[src/rtl/ssk_pkg.sv]
// ----------------------------------------------------------------------------
// ssk_pkg: shared types and constants of the steady-state estimator step
// Opcodes, matrix codes, register indexes, sequencer states and the control
// and status groups that pass between the sequencer and the serial MAC.
// ----------------------------------------------------------------------------
package ssk_pkg;

    localparam int DIM = 8;             // rows/columns held in the store

    typedef enum logic [1:0] {
        OP_COEF   = 2'd0,
        OP_SAMPLE = 2'd1,
        OP_STATE  = 2'd2,
        OP_NONE   = 2'd3
    } t_opcode;

    typedef enum logic [1:0] {
        MAT_A  = 2'd0,
        MAT_BK = 2'd1,
        MAT_C  = 2'd2,
        MAT_D  = 2'd3
    } t_matrix;

    typedef enum logic [1:0] {
        REG_CONTROL     = 2'd0,
        REG_MEASUREMENT = 2'd1,
        REG_STATE       = 2'd2,
        REG_OUTPUT      = 2'd3
    } t_reg_index;

    typedef enum logic [2:0] {
        S_IDLE,
        S_FETCH,
        S_LOAD,
        S_MUL,
        S_ROUND,
        S_COPY,
        S_ERR
    } t_state;

    typedef enum logic {
        PH_OUT,
        PH_ST
    } t_phase;

    typedef struct packed {
        logic clr;      // zero the accumulator
        logic load;     // take new operands and start
    } t_mac_ctl;

    typedef struct packed {
        logic busy;     // multiplier bits still shifting
    } t_mac_sts;

endpackage

[src/rtl/ssk_mac.sv]
// ----------------------------------------------------------------------------
// ssk_mac: bit-serial multiply-accumulate
// Multiplier shifts out one bit per cycle, LSB first; the sign bit subtracts.
// ----------------------------------------------------------------------------
module ssk_mac
    import ssk_pkg::*;
#(
    parameter int MC_W  = 32,
    parameter int MP_W  = 32,
    parameter int ACC_W = 70
) (
    input  logic                    i_clk,
    input  logic                    i_rst_n,
    input  t_mac_ctl                i_ctl,
    input  logic signed [MC_W-1:0]  i_mcand,
    input  logic signed [MP_W-1:0]  i_mplier,
    output t_mac_sts                o_sts,
    output logic signed [ACC_W-1:0] o_acc
);

    localparam int CW = $clog2(MP_W + 1);

    logic [CW-1:0]          r_cnt, n_cnt;
    logic signed [ACC_W-1:0] r_mc, n_mc;
    logic [MP_W-1:0]        r_mp, n_mp;
    logic signed [ACC_W-1:0] r_acc, n_acc;

    always_comb begin
        n_cnt = r_cnt;
        n_mc  = r_mc;
        n_mp  = r_mp;
        n_acc = r_acc;
        if (i_ctl.clr) begin
            n_acc = '0;
        end
        if (i_ctl.load) begin
            n_mc  = ACC_W'(i_mcand);
            n_mp  = i_mplier;
            n_cnt = CW'(MP_W);
        end else if (r_cnt != '0) begin
            if (r_mp[0]) begin
                // top bit of a two's complement multiplier weighs negative
                n_acc = (r_cnt == CW'(1)) ? r_acc - r_mc : r_acc + r_mc;
            end
            n_mc  = r_mc <<< 1;
            n_mp  = r_mp >> 1;
            n_cnt = r_cnt - CW'(1);
        end
    end

    always_ff @(posedge i_clk) begin
        if (!i_rst_n) begin
            r_cnt <= '0;
        end else begin
            r_cnt <= n_cnt;
        end
        r_mc  <= n_mc;
        r_mp  <= n_mp;
        r_acc <= n_acc;
    end

    assign o_sts.busy = (r_cnt != '0);
    assign o_acc      = r_acc;

endmodule

[config.mk]
export PLATFORM = sky130hd
export DESIGN_NAME = ssk_mac
export DESIGN_NICKNAME = d
export VERILOG_FILES = /design/src/rtl/ssk_pkg.sv /design/src/rtl/ssk_mac.sv
export SDC_FILE = /design/constraint.sdc
export NUM_CORES = 1
export LEC_CHECK = 0
export BUFFER_PORTS_ARGS = -buffer_cell sky130_fd_sc_hd__buf_4
export CORE_MARGIN = 2
export CORE_UTILIZATION = 55
export CTS_BUF_LIST = sky130_fd_sc_hd__clkbuf_4
export DETAILED_ROUTE_END_ITERATION = 10
export PLACE_DENSITY = 0.75
export SETUP_SLACK_MARGIN = 0.4
export SLEW_MARGIN = 20
export SYNTH_ARGS = -nofsm -noshare
export SYNTH_HDL_FRONTEND = slang
export SYNTH_SLANG_ARGS = --single-unit
[constraint.sdc]
create_clock -name i_clk -period 8.8 [get_ports i_clk]
set_input_delay 2.2 -clock i_clk [delete_from_list [all_inputs] [get_ports i_clk]]
set_output_delay 2.2 -clock i_clk [all_outputs]
set_load 0.005 [all_outputs]
==> summary.txt <==
Critical path
  • Reg2reg start: r_mc[2]
  • CP startpoint: r_mc[2]
  • Crit Path Max Fanout: 6
  • Total number of cells along the worst setup path: 19
  • R2R cell count: 19
  • Largest stage delay, worst path: 0.48 ns
  • WP data arrival: 6.21 ns
  • Critical Path End: o_acc[68]
  • CP endpoint kind: flop
  • Cell Chain, Critical Path: nor3_1 > nor3b_2 > nand2_1 > nor2_1 > and3_1 > nand3_1 > o41ai_2 > xnor2_1 > ha_1 > and3_1 > nand4_1 > nor3_1 > nand4_1 > o21ai_1 > a31oi_1 > o31a_1 > o21ai_1 > xnor2_1 > o21ai_1
  • Flop-to-flop setup slack: 3.08 ns
  • Sum of buffers and inverters on the critical path: 0
  • CP Data Required Time: 9.29 ns
  • CP max-delay cell: edfxtp_1
  • CP Launch Type: flop
  • Cell family with the largest share of critical-path delay: simple AND/OR/NAND/NOR gates
  • RR Endpoint: o_acc[68]
  • Critical path class: reg -> reg
  • Worst path most repeated cell: o21ai_1

Timing
  • Slew Viols, Final: 0
  • Final TNS setup: 0 ns
  • Final hold vios: 0
  • Worst-Margin Slew: 1.02 ns
  • Tcrit/Tclk final: 0.651
  • Max Clk Rate: 175 MHz
  • Worst Skew: 0.0394 ns
  • RSZ-0062 raised after global routing: false
  • Final setup viols: 0
  • Setup ws final: 3.08 ns
  • Fin crit period: 5.72 ns
  • Slew headroom: 0.320

Synth
  • Sequential-to-total area share from yosys stat: 0.376
  • Post-synth top area share: 0.251
  • Post-Synthesis Cells: 1324
  • Synth area leader: edfxtp_1
  • Synth unique cells: 69
  • Post-synthesis area per instance: 9.21 um2
  • Synth top area cells: edfxtp_1, dfxtp_1, ha_1
  • Post-Syn Nets: 1466
  • Primary FF master, synth: edfxtp_1
  • Number of synthesized flops with an enable pin: 102
  • Post-synthesis async set-or-reset flop share: 0
  • Yosys reg bits: 178
  • Syn. warnings: 0
  • Post-synthesis cell area: 0.0122 mm2

Drt
  • Total wire length: 29.1 mm
  • Routed Antenna Nets: 0
  • Vias: 10100
  • Initial DRC count: 759
  • DR pass1 iterations: 5
  • DR vias/cell: 5.92
  • Residual DRC count: 0
  • Avg WL per Cell: 17.0 um

Placed design
  • Setup WS pre-CTS: 3.11 ns
  • Placer congestion estimate: 0.909
  • DP Wirelength: 21.7 mm
  • IO Port Bufs: 138

Outcome
  • Status: finished clean

GRT
  • GRT overflow: 0
  • First-pass GRT wire length: 46.9 mm
  • Largest net degree at the start of global routing: 73
  • Overall Global Routing Usage: 0.243
  • Initial antenna violation count: 1
  • Number of global-route vias before repair: 9433

Floorplan
  • DIE AREA: 0.0234 mm2
  • Die Width: 153 um
  • # rows: 54
  • I/O pin cnt: 139
  • Die extent in y: 153 um
  • Core Area: 0.0218 mm2
  • Initial Util: 0.560

Pwr
  • Switching portion of total power: 0.463
  • Clock group share of total power: 0.110
  • LEAKAGE: 5.58 nW
  • Flop pwr share: 0.313
  • Pwr Density: 340 mW/mm2
  • Worst VDD drop: 0.145 mV
  • Sw Pwr: 2.16 mW
  • Comb pwr share: 0.577
  • Int Pwr: 2.50 mW

Clock network
  • H-tree depth: 4
  • Root Buffer: clkbuf_4
  • Clk_lat worst skew: 0.61 ns
  • TritonCTS buffer count: 17
  • Clk sinks: 178
  • CTS Hold Bufs: 0
  • Clk slew on worst S/H paths: 0.19 ns
  • Setup bufs post-CTS: 0
  • Post-cts gate resize count: 0
  • Deepest clock path buffer count: 2
  • CTS tree: yes

Cells and area
  • P&R area growth vs syn: 12.4%
  • Most common cell after layout, fill and taps aside: o21ai_0
  • Filler cells: 1877
  • Share of cells above drive strength 1: 0.183
  • Nets@finish: 1560
  • Most frequent cells in the layout: o21ai_0, buf_4, edfxtp_1

Run
  • Max-cap violations: 0

Worst hold path
  • Hold crit path type: reg -> reg
==> how the worst min path moves through the flow <==
stage,from,endpoint,slack (ns),cells past startpoint
2_1_floorplan,o_acc[67],o_acc[67],0.48,2
3_3_place_gp,o_acc[2],o_acc[2],0.50,2
3_5_place_dp,o_acc[68],o_acc[68],0.50,2
4_1_cts,o_acc[50],o_acc[50],0.53,2
5_1_grt,o_acc[50],o_acc[50],0.55,2
6_report,o_acc[50],o_acc[50],0.52,2
==> kinds of logic (layout without fill, tap and decap cells) <==
logic type      after synthesis  in the layout  share of synthesized area
mux                          61             61                     0.0562
compound gates              384            384                      0.190
flops                       178            178                      0.376
fa+ha+maj                    74             74                     0.0766
other cells                   0              1                          0
simple gates                355            355                      0.159
buf+inv                     131            238                     0.0409
xor+xnor                    141            141                      0.102
==> area by class of cell <==
type | count | area [um2] | share of cell area
clock inverter | 15 | 211 | 0.0154
clock buffer | 17 | 128 | 0.00932
tap | 280 | 350 | 0.0256
inverter | 62 | 233 | 0.0170
antenna | 1 | 2.50 | 0.000183
timing repair buffer | 144 | 1080 | 0.0789
sequential | 178 | 4580 | 0.335
multi-input combinational | 1015 | 7110 | 0.519
==> per-stage QoR <==
stage	power, mW	hold slack, ns	instance area [um2]	utilization	cells
finish	4.66	0.519	13700	0.630	1712
global route	5.05	0.548	13700	0.630	1712
CTS	4.66	0.529	13700	0.630	1711
detailed placement	4.13	0.504	13400	0.614	1679
global placement	4.12	0.496	13400	0.614	1679
floorplan	3.38	0.485	12200	-	1324
==> cells in the mapped netlist (all sizes together), types with 17 or more instances <==
cell type and n:
o21ai 175, edfxtp 102, nand2 98, a21oi 89, xnor2 87, dfxtp 76
ha 73, nand3b 70, nor2 70, inv 62, clkbuf 61, mux2 60
xor2 54, nand4 29, a21o 23, nor3 17, o21bai 17
==> layer usage <==
layer	up-vias	track usage	wire length, um
li1	5032	-	-
met4	0	0.0608	510
met1	4770	0.332	13300
met5	-	0	0
met2	302	0.401	13700
met3	31	0.0454	1590
==> flip-flops by register name, indices dropped and copies added, names as in the netlist <==
signal and flops:
r_cnt 6, r_mp 32, o_acc 70, r_mc 70
==> power by group through the flow <==
stage / sequential [mW] / clock, mW / combinational [mW]
global route: 1.50 / 0.556 / 3.00
CTS: 1.46 / 0.530 / 2.67
detailed placement: 1.48 / 0 / 2.66
floorplan: 1.42 / 0 / 1.97
finish: 1.46 / 0.513 / 2.69
global placement: 1.47 / 0 / 2.65
==> tightest hold or removal path: stages, from the launching register on <==
cell and delay, ns:
dfxtp_1 0.35, nand3b_1 0.07, o21ai_0 0.06
(Power assumes the default switching activity.)
